===== src/hw/rtl/sensor_frame_deframer_defines.svh =====
// ----------------------------------------------------------------------------
// Sensor frame deframer assertion macros
// Shared concurrent assertion forms, clocked on clk, reset on rst_n.
// ----------------------------------------------------------------------------
`ifndef SENSOR_FRAME_DEFRAMER_DEFINES_SVH
`define SENSOR_FRAME_DEFRAMER_DEFINES_SVH

// Same-cycle implication.
`define SFD_ASSERT_NOW(label, ante, cons, msg) \
    label: assert property (@(posedge clk) disable iff (!rst_n) \
        (ante) |-> (cons)) else $error(msg);

// Next-cycle implication.
`define SFD_ASSERT_NEXT(label, ante, cons, msg) \
    label: assert property (@(posedge clk) disable iff (!rst_n) \
        (ante) |=> (cons)) else $error(msg);

`endif


===== src/hw/rtl/sfd_pkg.sv =====
// ----------------------------------------------------------------------------
// Sensor frame deframer package
// Frame layout constants, status codes and shared types.
// ----------------------------------------------------------------------------
`default_nettype none

package sfd_pkg;

    localparam int POS_W         = 5;
    localparam int PAYLOAD_BYTES = 18;
    localparam int READINGS      = 9;

    localparam logic [7:0]       SYNC_BYTE      = 8'h80;
    localparam logic [7:0]       SYNC_SUM       = SYNC_BYTE + SYNC_BYTE;
    localparam logic [7:0]       TRAILER_FIRST  = 8'h0D;
    localparam logic [7:0]       TRAILER_SECOND = 8'h0A;
    localparam logic [15:0]      FAULT_VALUE    = 16'hFFFF;

    localparam logic [POS_W-1:0] FIRST_PAYLOAD_POS = 5'd2;
    localparam logic [POS_W-1:0] CHECKSUM_POS      = 5'd20;
    localparam logic [POS_W-1:0] TRAILER_POS       = 5'd21;
    localparam logic [POS_W-1:0] LAST_POS          = 5'd22;

    typedef logic [7:0]  sfd_byte_t;
    typedef logic [15:0] sfd_reading_t;

    typedef enum logic [1:0] {
        STATUS_OK          = 2'd0,
        STATUS_BAD_TRAILER = 2'd1,
        STATUS_BAD_SUM     = 2'd2
    } sfd_status_t;

    // Frame tracker view of the byte in the input register.
    typedef struct packed {
        logic last;        // byte is frame byte 22
        logic trailer_ok;  // 0x0D 0x0A trailer seen
        logic sum_ok;      // running sum equals received checksum
    } sfd_frame_t;

endpackage

`default_nettype wire


===== src/hw/rtl/sensor_frame_deframer.sv =====
// ----------------------------------------------------------------------------
// Sensor frame deframer
// Pulls 23-byte sensor frames out of a received byte stream.
// ----------------------------------------------------------------------------
// Usage:
//   Input channel (in_valid / in_stall / rx_byte) takes one serial byte per
//   request. The block hunts for the sync pair 0x80 0x80, collects frame
//   bytes 2..22, and on frame byte 22 emits one result request on the output
//   channel (out_valid / out_stall): nine big-endian raw readings, a fault
//   mask (reading == 0xFFFF) and a status (ok, bad trailer, bad checksum;
//   the trailer check wins). Bytes that do not finish a frame give nothing.
//   Throughput: one byte per cycle while no frame-ending byte is stalled. Each
//   byte passes through the input register; the result of a frame's last
//   byte is loaded into the output register as that byte leaves the input register.
//   Stall: the output register holds a result until taken. Bytes that do
//   not end a frame keep flowing while a result waits; only a frame-ending
//   byte waits in the input register, and then in_stall rises.
//   Reset (rst_n, async, active low): hunting, no pending request on either
//   side. The payload store is not cleared; it is always written before read.
// ----------------------------------------------------------------------------
`default_nettype none
`include "sensor_frame_deframer_defines.svh"

module sensor_frame_deframer
    import sfd_pkg::*;
(
    input  wire logic        clk,
    input  wire logic        rst_n,
    input  wire logic        in_valid,
    output logic             in_stall,
    input  wire logic [7:0]  rx_byte,
    output logic             out_valid,
    input  wire logic        out_stall,
    output logic [15:0]      throttle_raw,
    output logic [15:0]      engine_speed_raw,
    output logic [15:0]      cylinder_temp_raw,
    output logic [15:0]      exhaust_temp_raw,
    output logic [15:0]      axle_temp_raw,
    output logic [15:0]      fuel_pressure_raw,
    output logic [15:0]      intake_temp_raw,
    output logic [15:0]      atm_pressure_raw,
    output logic [15:0]      flight_time_raw,
    output logic [8:0]       fault_mask,
    output logic [1:0]       frame_status
);

    // input register
    logic         in_valid_reg, in_valid_next;
    sfd_byte_t    in_byte_reg;
    logic         in_take;

    // pipeline control
    logic         out_free;
    logic         advance;
    logic         load;
    sfd_frame_t   frame;
    sfd_byte_t    payload  [PAYLOAD_BYTES];
    sfd_reading_t readings [READINGS];

    // Output slot is free if empty or being drained this cycle.
    assign out_free = !out_valid || !out_stall;
    // Only a frame-ending byte needs the output slot.
    assign advance  = in_valid_reg && (!frame.last || out_free);
    assign load     = advance && frame.last;
    assign in_stall = in_valid_reg && !advance;
    assign in_take  = in_valid && !in_stall;

    always_comb
    begin
        in_valid_next = in_valid_reg;
        if (in_take)
            in_valid_next = 1'b1;
        else if (advance)
            in_valid_next = 1'b0;
    end

    always_ff @(posedge clk or negedge rst_n)
    begin
        if (!rst_n)
            in_valid_reg <= 1'b0;
        else
            in_valid_reg <= in_valid_next;
    end

    always_ff @(posedge clk)
    begin
        if (in_take)
            in_byte_reg <= rx_byte;
    end

    sfd_frame_ctrl u_ctrl
    (
        .clk     (clk),
        .rst_n   (rst_n),
        .advance (advance),
        .byte_in (in_byte_reg),
        .frame   (frame),
        .payload (payload)
    );

    sfd_result u_result
    (
        .clk          (clk),
        .rst_n        (rst_n),
        .load         (load),
        .out_stall    (out_stall),
        .frame        (frame),
        .payload      (payload),
        .out_valid    (out_valid),
        .readings     (readings),
        .fault_mask   (fault_mask),
        .frame_status (frame_status)
    );

    assign throttle_raw      = readings[0];
    assign engine_speed_raw  = readings[1];
    assign cylinder_temp_raw = readings[2];
    assign exhaust_temp_raw  = readings[3];
    assign axle_temp_raw     = readings[4];
    assign fuel_pressure_raw = readings[5];
    assign intake_temp_raw   = readings[6];
    assign atm_pressure_raw  = readings[7];
    assign flight_time_raw   = readings[8];

    `SFD_ASSERT_NOW(a_load_slot_free, load, out_free, "result loaded over a held result")
    `SFD_ASSERT_NOW(a_out_rise_loaded, $rose(out_valid), $past(load),
        "result appeared without a frame end")

endmodule

`default_nettype wire


===== src/hw/rtl/sfd_frame_ctrl.sv =====
// ----------------------------------------------------------------------------
// Sensor frame tracker
// Sync hunt, byte position, running checksum and payload byte store.
// ----------------------------------------------------------------------------
`default_nettype none
`include "sensor_frame_deframer_defines.svh"

module sfd_frame_ctrl
    import sfd_pkg::*;
(
    input  wire logic       clk,
    input  wire logic       rst_n,
    input  wire logic       advance,
    input  wire sfd_byte_t  byte_in,
    output sfd_frame_t      frame,
    output sfd_byte_t       payload [PAYLOAD_BYTES]
);

    logic             sync_reg,  sync_next;
    logic [POS_W-1:0] pos_reg,   pos_next;
    sfd_byte_t        sum_reg,   sum_next;
    sfd_byte_t        chk_reg,   chk_next;
    sfd_byte_t        trail_reg, trail_next;
    sfd_byte_t        payload_reg [PAYLOAD_BYTES];
    logic             hunting;

    assign hunting = (pos_reg < FIRST_PAYLOAD_POS) || (pos_reg > LAST_POS);

    always_comb
    begin
        sync_next  = sync_reg;
        pos_next   = pos_reg;
        sum_next   = sum_reg;
        chk_next   = chk_reg;
        trail_next = trail_reg;
        if (advance)
        begin
            priority if (hunting)
            begin
                if (sync_reg && (byte_in == SYNC_BYTE))
                begin
                    sync_next = 1'b0;
                    pos_next  = FIRST_PAYLOAD_POS;
                    sum_next  = SYNC_SUM;
                end
                else
                begin
                    sync_next = (byte_in == SYNC_BYTE);
                    pos_next  = '0;
                end
            end
            else if (pos_reg < CHECKSUM_POS)
            begin
                sum_next = sum_reg + byte_in;
                pos_next = pos_reg + 1'b1;
            end
            else if (pos_reg == CHECKSUM_POS)
            begin
                chk_next = byte_in;
                pos_next = pos_reg + 1'b1;
            end
            else if (pos_reg == TRAILER_POS)
            begin
                trail_next = byte_in;
                pos_next   = pos_reg + 1'b1;
            end
            else
            begin
                // last byte: back to hunting
                pos_next  = '0;
                sync_next = 1'b0;
            end
        end
    end

    always_ff @(posedge clk or negedge rst_n)
    begin
        if (!rst_n)
        begin
            sync_reg  <= 1'b0;
            pos_reg   <= '0;
            sum_reg   <= '0;
            chk_reg   <= '0;
            trail_reg <= '0;
        end
        else
        begin
            sync_reg  <= sync_next;
            pos_reg   <= pos_next;
            sum_reg   <= sum_next;
            chk_reg   <= chk_next;
            trail_reg <= trail_next;
        end
    end

    // Each store entry is written at its own frame position.
    for (genvar k = 0; k < PAYLOAD_BYTES; k++)
    begin : g_store
        localparam logic [POS_W-1:0] WR_POS = FIRST_PAYLOAD_POS + POS_W'(k);
        always_ff @(posedge clk)
        begin
            if (advance && (pos_reg == WR_POS))
            begin
                payload_reg[k] <= byte_in;
            end
        end
        assign payload[k] = payload_reg[k];
    end

    assign frame.last       = (pos_reg == LAST_POS);
    assign frame.trailer_ok = (trail_reg == TRAILER_FIRST) && (byte_in == TRAILER_SECOND);
    assign frame.sum_ok     = (sum_reg == chk_reg);

    `SFD_ASSERT_NOW(a_pos_range, 1'b1, pos_reg <= LAST_POS, "frame position out of range")
    `SFD_ASSERT_NEXT(a_frame_end, advance && frame.last, (pos_reg == '0) && !sync_reg,
        "tracker did not return to hunting after frame end")
    `SFD_ASSERT_NEXT(a_sync_start, advance && hunting && sync_reg && (byte_in == SYNC_BYTE),
        (pos_reg == FIRST_PAYLOAD_POS) && (sum_reg == SYNC_SUM), "sync pair not taken")

endmodule

`default_nettype wire


===== src/hw/rtl/sfd_result.sv =====
// ----------------------------------------------------------------------------
// Sensor frame result stage
// Reading assembly, fault mask, status and the output register.
// ----------------------------------------------------------------------------
`default_nettype none

module sfd_result
    import sfd_pkg::*;
(
    input  wire logic          clk,
    input  wire logic          rst_n,
    input  wire logic          load,
    input  wire logic          out_stall,
    input  wire sfd_frame_t    frame,
    input  wire sfd_byte_t     payload [PAYLOAD_BYTES],
    output logic               out_valid,
    output sfd_reading_t       readings [READINGS],
    output logic [READINGS-1:0] fault_mask,
    output logic [1:0]         frame_status
);

    logic                valid_reg, valid_next;
    sfd_reading_t        rd_next   [READINGS];
    sfd_reading_t        rd_reg    [READINGS];
    logic [READINGS-1:0] mask_next, mask_reg;
    sfd_status_t         stat_next, stat_reg;

    for (genvar k = 0; k < READINGS; k++)
    begin : g_rd
        assign rd_next[k]   = {payload[2*k], payload[2*k+1]};
        assign mask_next[k] = (rd_next[k] == FAULT_VALUE);
    end

    always_comb
    begin
        priority if (!frame.trailer_ok)
            stat_next = STATUS_BAD_TRAILER;
        else if (!frame.sum_ok)
            stat_next = STATUS_BAD_SUM;
        else
            stat_next = STATUS_OK;
    end

    always_comb
    begin
        valid_next = valid_reg;
        if (load)
            valid_next = 1'b1;
        else if (!out_stall)
            valid_next = 1'b0;
    end

    always_ff @(posedge clk or negedge rst_n)
    begin
        if (!rst_n)
            valid_reg <= 1'b0;
        else
            valid_reg <= valid_next;
    end

    always_ff @(posedge clk)
    begin
        if (load)
        begin
            rd_reg   <= rd_next;
            mask_reg <= mask_next;
            stat_reg <= stat_next;
        end
    end

    assign out_valid    = valid_reg;
    assign readings     = rd_reg;
    assign fault_mask   = mask_reg;
    assign frame_status = stat_reg;

endmodule

`default_nettype wire

===== config.mk =====
export PLATFORM = sky130hd
export DESIGN_NAME = sensor_frame_deframer
export DESIGN_NICKNAME = d
export VERILOG_FILES = /design/src/hw/rtl/sfd_pkg.sv /design/src/hw/rtl/sensor_frame_deframer.sv /design/src/hw/rtl/sfd_frame_ctrl.sv /design/src/hw/rtl/sfd_result.sv
export VERILOG_INCLUDE_DIRS = /design/src /design/src/hw/rtl
export SDC_FILE = /design/constraint.sdc
export NUM_CORES = 1
export LEC_CHECK = 0
export ABC_AREA = 1
export BUFFER_PORTS_ARGS = -buffer_cell sky130_fd_sc_hd__buf_2
export CELL_PAD_IN_SITES_DETAIL_PLACEMENT = 1
export CELL_PAD_IN_SITES_GLOBAL_PLACEMENT = 1
export CORE_ASPECT_RATIO = 1.2
export CORE_MARGIN = 3
export CORE_UTILIZATION = 48
export CTS_BUF_LIST = sky130_fd_sc_hd__clkbuf_16
export CTS_CLUSTER_DIAMETER = 30
export CTS_CLUSTER_SIZE = 30
export DETAILED_ROUTE_END_ITERATION = 16
export PLACE_DENSITY_LB_ADDON = 0.1
export SYNTH_ARGS = -nofsm -noshare
export SYNTH_HDL_FRONTEND = slang
export SYNTH_SLANG_ARGS = --single-unit

===== constraint.sdc =====
create_clock -name clk -period 6.95 [get_ports clk]
set_clock_uncertainty 0.1 [all_clocks]
set_input_delay 1.0425 -clock clk [delete_from_list [all_inputs] [get_ports clk]]
set_output_delay 1.0425 -clock clk [all_outputs]
set_load 0.01 [all_outputs]

==> metrics.csv, run 1 <==
stage;metric;value;unit
routing;first-pass iteration count of the detailed router;4;
power_and_ir_drop;PwrDens;340;mW/mm^2
timing;final setup violation count;0;
yosys;Post-Synthesis Cells;660;
power_and_ir_drop;Peak supply drop;189;uV
yosys;largest family of logic cells by synthesized area;simple AND/OR/NAND/NOR gates;
yosys;Ys Warns;0;
run;maxcap violations;0;
die;die area;0.0263;mm^2
cells_and_area;ANT cells;0;
die;Cell Rows;62;
power_and_ir_drop;internal power;0.00393;W
routing;top routing layer used;met4;
critical_path;Critical Path RT;7.00;ns
critical_path;crit path launch type;primary input;
clock_tree;setup bufs post-CTS;0;
yosys;leading area contributor after synthesis;edfxtp_1;
global_route;GR Overflow Total;0;
cells_and_area;share of cells above drive strength 1;30.1;%
clock_tree;Max Root-Sink Buffers;3;
global_route;first-pass GRT wire length;40.3;mm
routing;Metal-1 WL;10.0;mm
die;core box area;0.0240;mm^2
outcome;status;completed;
worst_hold_path;Hold Path Depth;0;
power_and_ir_drop;clock share of power;49.9;%
routing;Met2 Routed Length;14.9;mm
yosys;ranking of synthesized cells by area;edfxtp_1, dfrtp_1, nand2_1;
timing;worst hold slack;0.341;ns
power_and_ir_drop;Comb power frac;3.8;%
timing;slew margin rel.;17.2;%
die;width of the die;149;um
die;I/O pin cnt;169;
timing;Slew @ Worst Pin;1.24;ns
yosys;Syn Nets;685;
critical_path;CP Max Fanout;86;
yosys;#FFs+latches synth;339;
routing;post-route ant nets;0;
cells_and_area;nets;902;
timing;maximum clock rate;0.286;GHz
timing;Final Critical Period;3.50;ns
yosys;Synth top area share;78.7;%
worst_hold_path;Hold WC Path Type;flop to flop;
global_route;largest net degree at the start of global routing;87;
place;placed cell areas;0.0130;mm^2
yosys;Synth Area in XOR/XNOR;0.448;%
place;GP Congestion;0.833;
global_route;vias in the first global route;6816;
clock_tree;Sink Count;339;
clock_tree;H-tree level count;2;
die;starting density of the core;48.9;%
critical_path;FF-to-FF path depth;7;
yosys;multiplexer share of the synthesized area;0;%
yosys;Post-Synth Simple-Gate Area;9.43;%
critical_path;reg-to-reg slack, setup;3.51;ns
routing;DR WL/cell;21.6;um
global_route;initial antenna violation count;0;
power_and_ir_drop;Reg power frac;46.3;%
clock_tree;Worst-path clk slew;0.06;ns
cells_and_area;Final Util;61.1;%
clock_tree;cts hold-fix bufs;0;
routing;Vias/cell;5.12;
yosys;Compound-Gate Fraction of Synth Area;1.61;%
clock_tree;Resized cells post-CTS;0;
timing;Hold Fails Final Rpt;0;
clock_tree;CTS root buffer;clkbuf_16;
power_and_ir_drop;static leakage;5.50;nW
timing;part of the cycle the worst path needs;50.3;%
power_and_ir_drop;Switch Pwr;0.00105;W
yosys;syn_area_per_cell;17.8;um^2
die;die height;177;um
routing;met3 WL;1.20;mm
yosys;Synth Area in Adders;1.45;%
timing;max-slew violations;0;
timing;final setup TNS;0;ns
routing;final wirelength;26.7;mm
routing;DRC;0;
global_route;gr usage total;20.4;%
yosys;Yosys cell types;29;
yosys;synthesized cell area;0.0117;mm^2
critical_path;critical path class;primary input to flop;
power_and_ir_drop;sw frac;21.1;%
yosys;post-synthesis sequential area ratio;85.5;%
clock_tree;CTS Buf Count;48;
critical_path;arrival time worst endpoint;3.55;ns
place;Final HPWL DP;17.3;mm
routing;Iter 0 DRT Violations;371;
timing;setup repair after global routing missed its margin;false;
critical_path;Setup crit end kind;flop;
clock_tree;clk_lat worst skew;0.53;ns
routing;via count;6331;
place;# port buffers;168;
clock_tree;CTS tree;yes;
cells_and_area;design area;0.0146;mm^2
cells_and_area;P&R area growth vs syn;24.9;%
layout make-up:
cell class	count	area, um^2
Clock buffer	48	1200
Clock inverter	41	478
Fill cell	2207	9340
Inverter	42	163
Multi-Input combinational cell	276	1520
Sequential cell	339	10000
Tap cell	320	400
Timing Repair Buffer	170	856
cells by family after synthesis:
group,Yosys count
DFF,339
adders and majority gates,13
AOI/OAI and AO/OA,27
buffers and inverters,45
and+or+nand+nor,230
xor gates and xnor gates,6
synthesized netlist by cell type, drive strengths merged:
cell type,instances
a21oi,5
a21o,1
nor2,40
fa,1
inv,42
a21boi,1
or2,4
nor4,10
ha,12
nand3,21
nand4,47
buf,3
edfxtp,307
nor3,4
xnor2,1
nand2,104
o21ai,20
dfrtp,32
xor2,5
through the flow:
stage                     worst slack, ns  total power, W  std cells
after floorplan                      1.57         0.00246        660
after global placement               3.06         0.00253       1147
after detailed placement             2.91         0.00254       1147
after CTS                            3.45         0.00503       1236
after global routing                 3.22         0.00516       1236
final                                3.45         0.00498       1236
critical path, stage by stage:
cell	delay, ns
buf_2	0.10
nand2_1	0.08
inv_1	0.10
a21oi_4	0.47
nand2_1	0.24
inv_6	0.61
buf_4	0.80
path summary, 6_finish.rpt:
kind	from	endpoint
worst max-delay path	out_stall	u_result.readings[1]$_DFFE_PP_
worst min-delay path	u_ctrl.payload_reg[13][0]$_DFFE_PP_	u_result.readings[32]$_DFFE_PP_
worst max register to register	u_ctrl.pos_reg[0]$_DFFE_PN0P_	u_result.readings[1]$_DFFE_PP_
worst min register to register	u_ctrl.payload_reg[13][0]$_DFFE_PP_	u_result.readings[32]$_DFFE_PP_
max in group asynchronous	rst_n	u_ctrl.sum_reg[3]$_DFFE_PN0P_
min in group asynchronous	rst_n	u_ctrl.trail_reg[1]$_DFFE_PN0P_
per-layer routing:
| layer | vias to the layer above | global-route usage (%) |
|---|---|---|
| li1 | 2919 | - |
| met1 | 3167 | 23.7 |
| met2 | 195 | 38.4 |
| met3 | 50 | 3.43 |
| met4 | 0 | 6.35 |
| met5 | - | 0 |
power groups by stage:
stage / Clock, W / Sequential, W / Combinational [W]
final: 0.00248 / 0.00231 / 0.000190
after global routing: 0.00262 / 0.00231 / 0.000223
after CTS: 0.00253 / 0.00231 / 0.000191
after detailed placement: 0 / 0.00235 / 0.000189
after global placement: 0 / 0.00235 / 0.000180
after floorplan: 0 / 0.00231 / 0.000145
layout by cell type, fill, tap and decap left out, types with 3 or more instances in the layout:
| master | instances |
|---|---|
| edfxtp_1 | 307 |
| o21ai_1 | 7 |
| nand2_1 | 96 |
| inv_1 | 46 |
| ha_1 | 12 |
| clkbuf_16 | 48 |
| nand2_2 | 4 |
| dfrtp_1 | 32 |
| nand4_1 | 47 |
| or2_2 | 4 |
| inv_6 | 12 |
| nor3_1 | 4 |
| nor4_1 | 10 |
| clkinv_1 | 5 |
| nand2_4 | 4 |
| bufinv_16 | 9 |
| buf_2 | 168 |
| o21ai_0 | 4 |
| xor2_1 | 5 |
| clkinv_2 | 5 |
| nand3_1 | 21 |
| o21ai_2 | 9 |
| nor2_1 | 37 |
| a21oi_1 | 3 |
Note: power is estimated with default switching activity, not from simulation.
==> run 2: changes to the inputs <==
==> constraint.sdc (replaced) <==
create_clock -name clk -period 3.5 [get_ports clk]
set_clock_uncertainty 0.1 [all_clocks]
set_input_delay 0.525 -clock clk [delete_from_list [all_inputs] [get_ports clk]]
set_output_delay 0.525 -clock clk [all_outputs]
set_load 0.01 [all_outputs]
==> metrics.csv, run 2 (synthesis gave the netlist of run 1 again) <==
stage;metric;value;unit;change
die;width of the die;149;um;unchanged
critical_path;CP Max Fanout;20;;-77%
clock_tree;CTS Buf Count;46;;-4.2%
global_route;first-pass GRT wire length;41.1;mm;+2.0%
place;placed insts;1154;;+0.61%
timing;setup repair after global routing missed its margin;false;;
critical_path;CP max stage delay;1.11;ns;+0.31 ns
cells_and_area;nets;908;;+0.67%
critical_path;Critical path destination;u_ctrl.sum_reg[7]$_DFFE_PN0P_;;
power_and_ir_drop;static leakage;5.41;nW;-1.7%
place;# port buffers;168;;unchanged
clock_tree;clk_lat worst skew;0.54;ns;about the same
worst_hold_path;hold_sp;rx_byte[3];;
critical_path;slowest cell on the critical path;edfxtp_1;;
timing;maximum clock rate;0.401;GHz;
clock_tree;Resized cells post-CTS;0;;unchanged
clock_tree;Sink Count;339;;unchanged
global_route;initial antenna violation count;0;;unchanged
cells_and_area;commonest non-fill, non-tap cell in the layout;edfxtp_1;;
timing;Slew @ Worst Pin;1.14;ns;-0.103 ns
cells_and_area;Final Util;60.9;%;-0.13 points
power_and_ir_drop;total power;0.00953;W;+91%
die;die area;0.0263;mm^2;unchanged
die;I/O pin cnt;169;;unchanged
routing;first-pass iteration count of the detailed router;5;;+1
critical_path;r2r startpoint;in_byte_reg[5]$_DFFE_PP_;;
place;Final HPWL DP;17.9;mm;+3.5%
critical_path;FF-to-FF path depth;7;;unchanged
die;starting density of the core;48.9;%;unchanged
power_and_ir_drop;PwrDens;652;mW/mm^2;+92%
cells_and_area;share of cells above drive strength 1;31.6;%;+1.5 points
clock_tree;Worst-path clk slew;0.06;ns;about the same
die;die height;177;um;unchanged
critical_path;crit path launch type;flop;;
routing;post-route ant nets;0;;unchanged
die;core box area;0.0240;mm^2;unchanged
critical_path;arrival time worst endpoint;2.80;ns;-0.75 ns
clock_tree;CTS root buffer;clkbuf_16;;
die;Cell Rows;62;;unchanged
routing;Iter 0 DRT Violations;394;;+6.2%
power_and_ir_drop;Peak supply drop;433;uV;+130%
routing;via count;6440;;+1.7%
place;GP Congestion;0.807;;-3.2%
global_route;GR Overflow Total;0;;unchanged
outcome;status;completed;;
clock_tree;CTS tree;yes;;
global_route;vias in the first global route;7032;;+3.2%
cells_and_area;commonest cells after routing, fill and taps aside;edfxtp_1, buf_2, nand2_1;;
clock_tree;setup bufs post-CTS;0;;unchanged
routing;DR WL/cell;21.5;um;-0.82%
timing;Final Critical Period;2.49;ns;
critical_path;worst r2r dst;u_ctrl.sum_reg[7]$_DFFE_PN0P_;;
critical_path;Setup crit end kind;flop;;
routing;final wirelength;26.6;mm;-0.42%
critical_path;reg-to-reg slack, setup;1.01;ns;-2.50 ns
worst_hold_path;Hold WC Path Type;primary input to flop;;
run;maxcap violations;0;;unchanged
clock_tree;H-tree level count;2;;unchanged
global_route;largest net degree at the start of global routing;68;;-22%
timing;max-slew violations;0;;unchanged
routing;DRC;0;;unchanged
timing;Hold Fails Final Rpt;0;;unchanged
critical_path;CP Launch Point;in_byte_reg[5]$_DFFE_PP_;;
timing;part of the cycle the worst path needs;71.2;%;
cells_and_area;P&R area growth vs syn;24.6;%;
timing;final setup violation count;0;;unchanged
clock_tree;Max Root-Sink Buffers;3;;unchanged
timing;slew margin rel.;24.0;%;+6.8 points
critical_path;Critical Path RT;3.81;ns;-3.19 ns
cells_and_area;Final Non-Filler Cells;1241;;+0.40%
global_route;gr usage total;20.4;%;+0.043 points
cells_and_area;ANT cells;0;;unchanged
routing;Vias/cell;5.19;;+1.3%
critical_path;Critical Path, Cell by Cell;ha_1 -> nand2_1 -> inv_1 -> a21boi_0 -> nand3_1 -> nand3_1 -> nand2_1;;
critical_path;critical path class;flop to flop;;
## run 2: cell types whose count changed in the layout (fill, tap and decap cells not counted), moves of 3 or more
cell,before,now
inv_1,46,38
clkinv_2,5,2
inv_8,0,4
buf_4,2,7
clkinvlp_4,1,7
bufinv_16,9,3
clkinv_4,2,5
## run 2: cell type report
type / instances / area (um^2)
Timing Repair Buffer: 178 / 943
Sequential cell: 339 / 10000
Inverter: 42 / 161
Multi-Input combinational cell: 276 / 1530
Tap cell: 320 / 400
Clock buffer: 46 / 1150
Fill cell: 2244 / 9370
Clock inverter: 40 / 399
## run 2: layer usage
metal | share of wire [%] | global-route usage [%]
met5 | 0 | 0
met1 | 40 | 25.4
met2 | 53 | 36.9
met3 | 5.0 | 3.61
met4 | 2.1 | 5.74
## run 2: worst min-delay path by stage
stage / slack (ns) / cells past startpoint / to
after floorplan: 0.13 / 0 / in_valid_reg$_DFFE_PN0P_
after global placement: 0.33 / 0 / u_result.readings[99]$_DFFE_PP_
after detailed placement: 0.33 / 0 / u_result.readings[142]$_DFFE_PP_
after CTS: 0.04 / 1 / in_byte_reg[2]$_DFFE_PP_
after global routing: 0.04 / 1 / in_byte_reg[3]$_DFFE_PP_
final: 0.06 / 1 / in_byte_reg[3]$_DFFE_PP_
## run 2: metrics by stage
stage | setup WS (ns) | cell area (um^2) | hold slack (ns) | TNS [ns]
after floorplan | -0.374 | 11700 | 0.129 | -58.03
after global placement | 1.11 | 13000 | 0.333 | 0
after detailed placement | 1.01 | 13000 | 0.333 | 0
after CTS | 0.988 | 14600 | 0.0408 | 0
after global routing | 0.845 | 14600 | 0.0438 | 0
final | 1.01 | 14600 | 0.0561 | 0
## run 2: worst max-delay path: cells and delay by family, from the launching register on
kind | cells | cell delay (ns)
adders and majority gates | 1 | 0.43
and+or+nand+nor | 4 | 0.38
buffers and inverters | 1 | 0.06
AOI/OAI and AO/OA | 1 | 0.29
DFF | 1 | 1.11
## run 2: timing repair
item,in CTS,in global routing
hold buffers,1,0
endpoints found under the setup margin,0,0
hold endpoints to repair,32,0
## run 2: power by group
| group | switching [W] | internal, W | leakage (nW) |
|---|---|---|---|
| logic | 0.000244 | 0.000155 | 1.48 |
| registers | 0.000107 | 0.00445 | 3.18 |
| clock network | 0.00185 | 0.00272 | 0.747 |
| total | 0.00220 | 0.00733 | 5.41 |
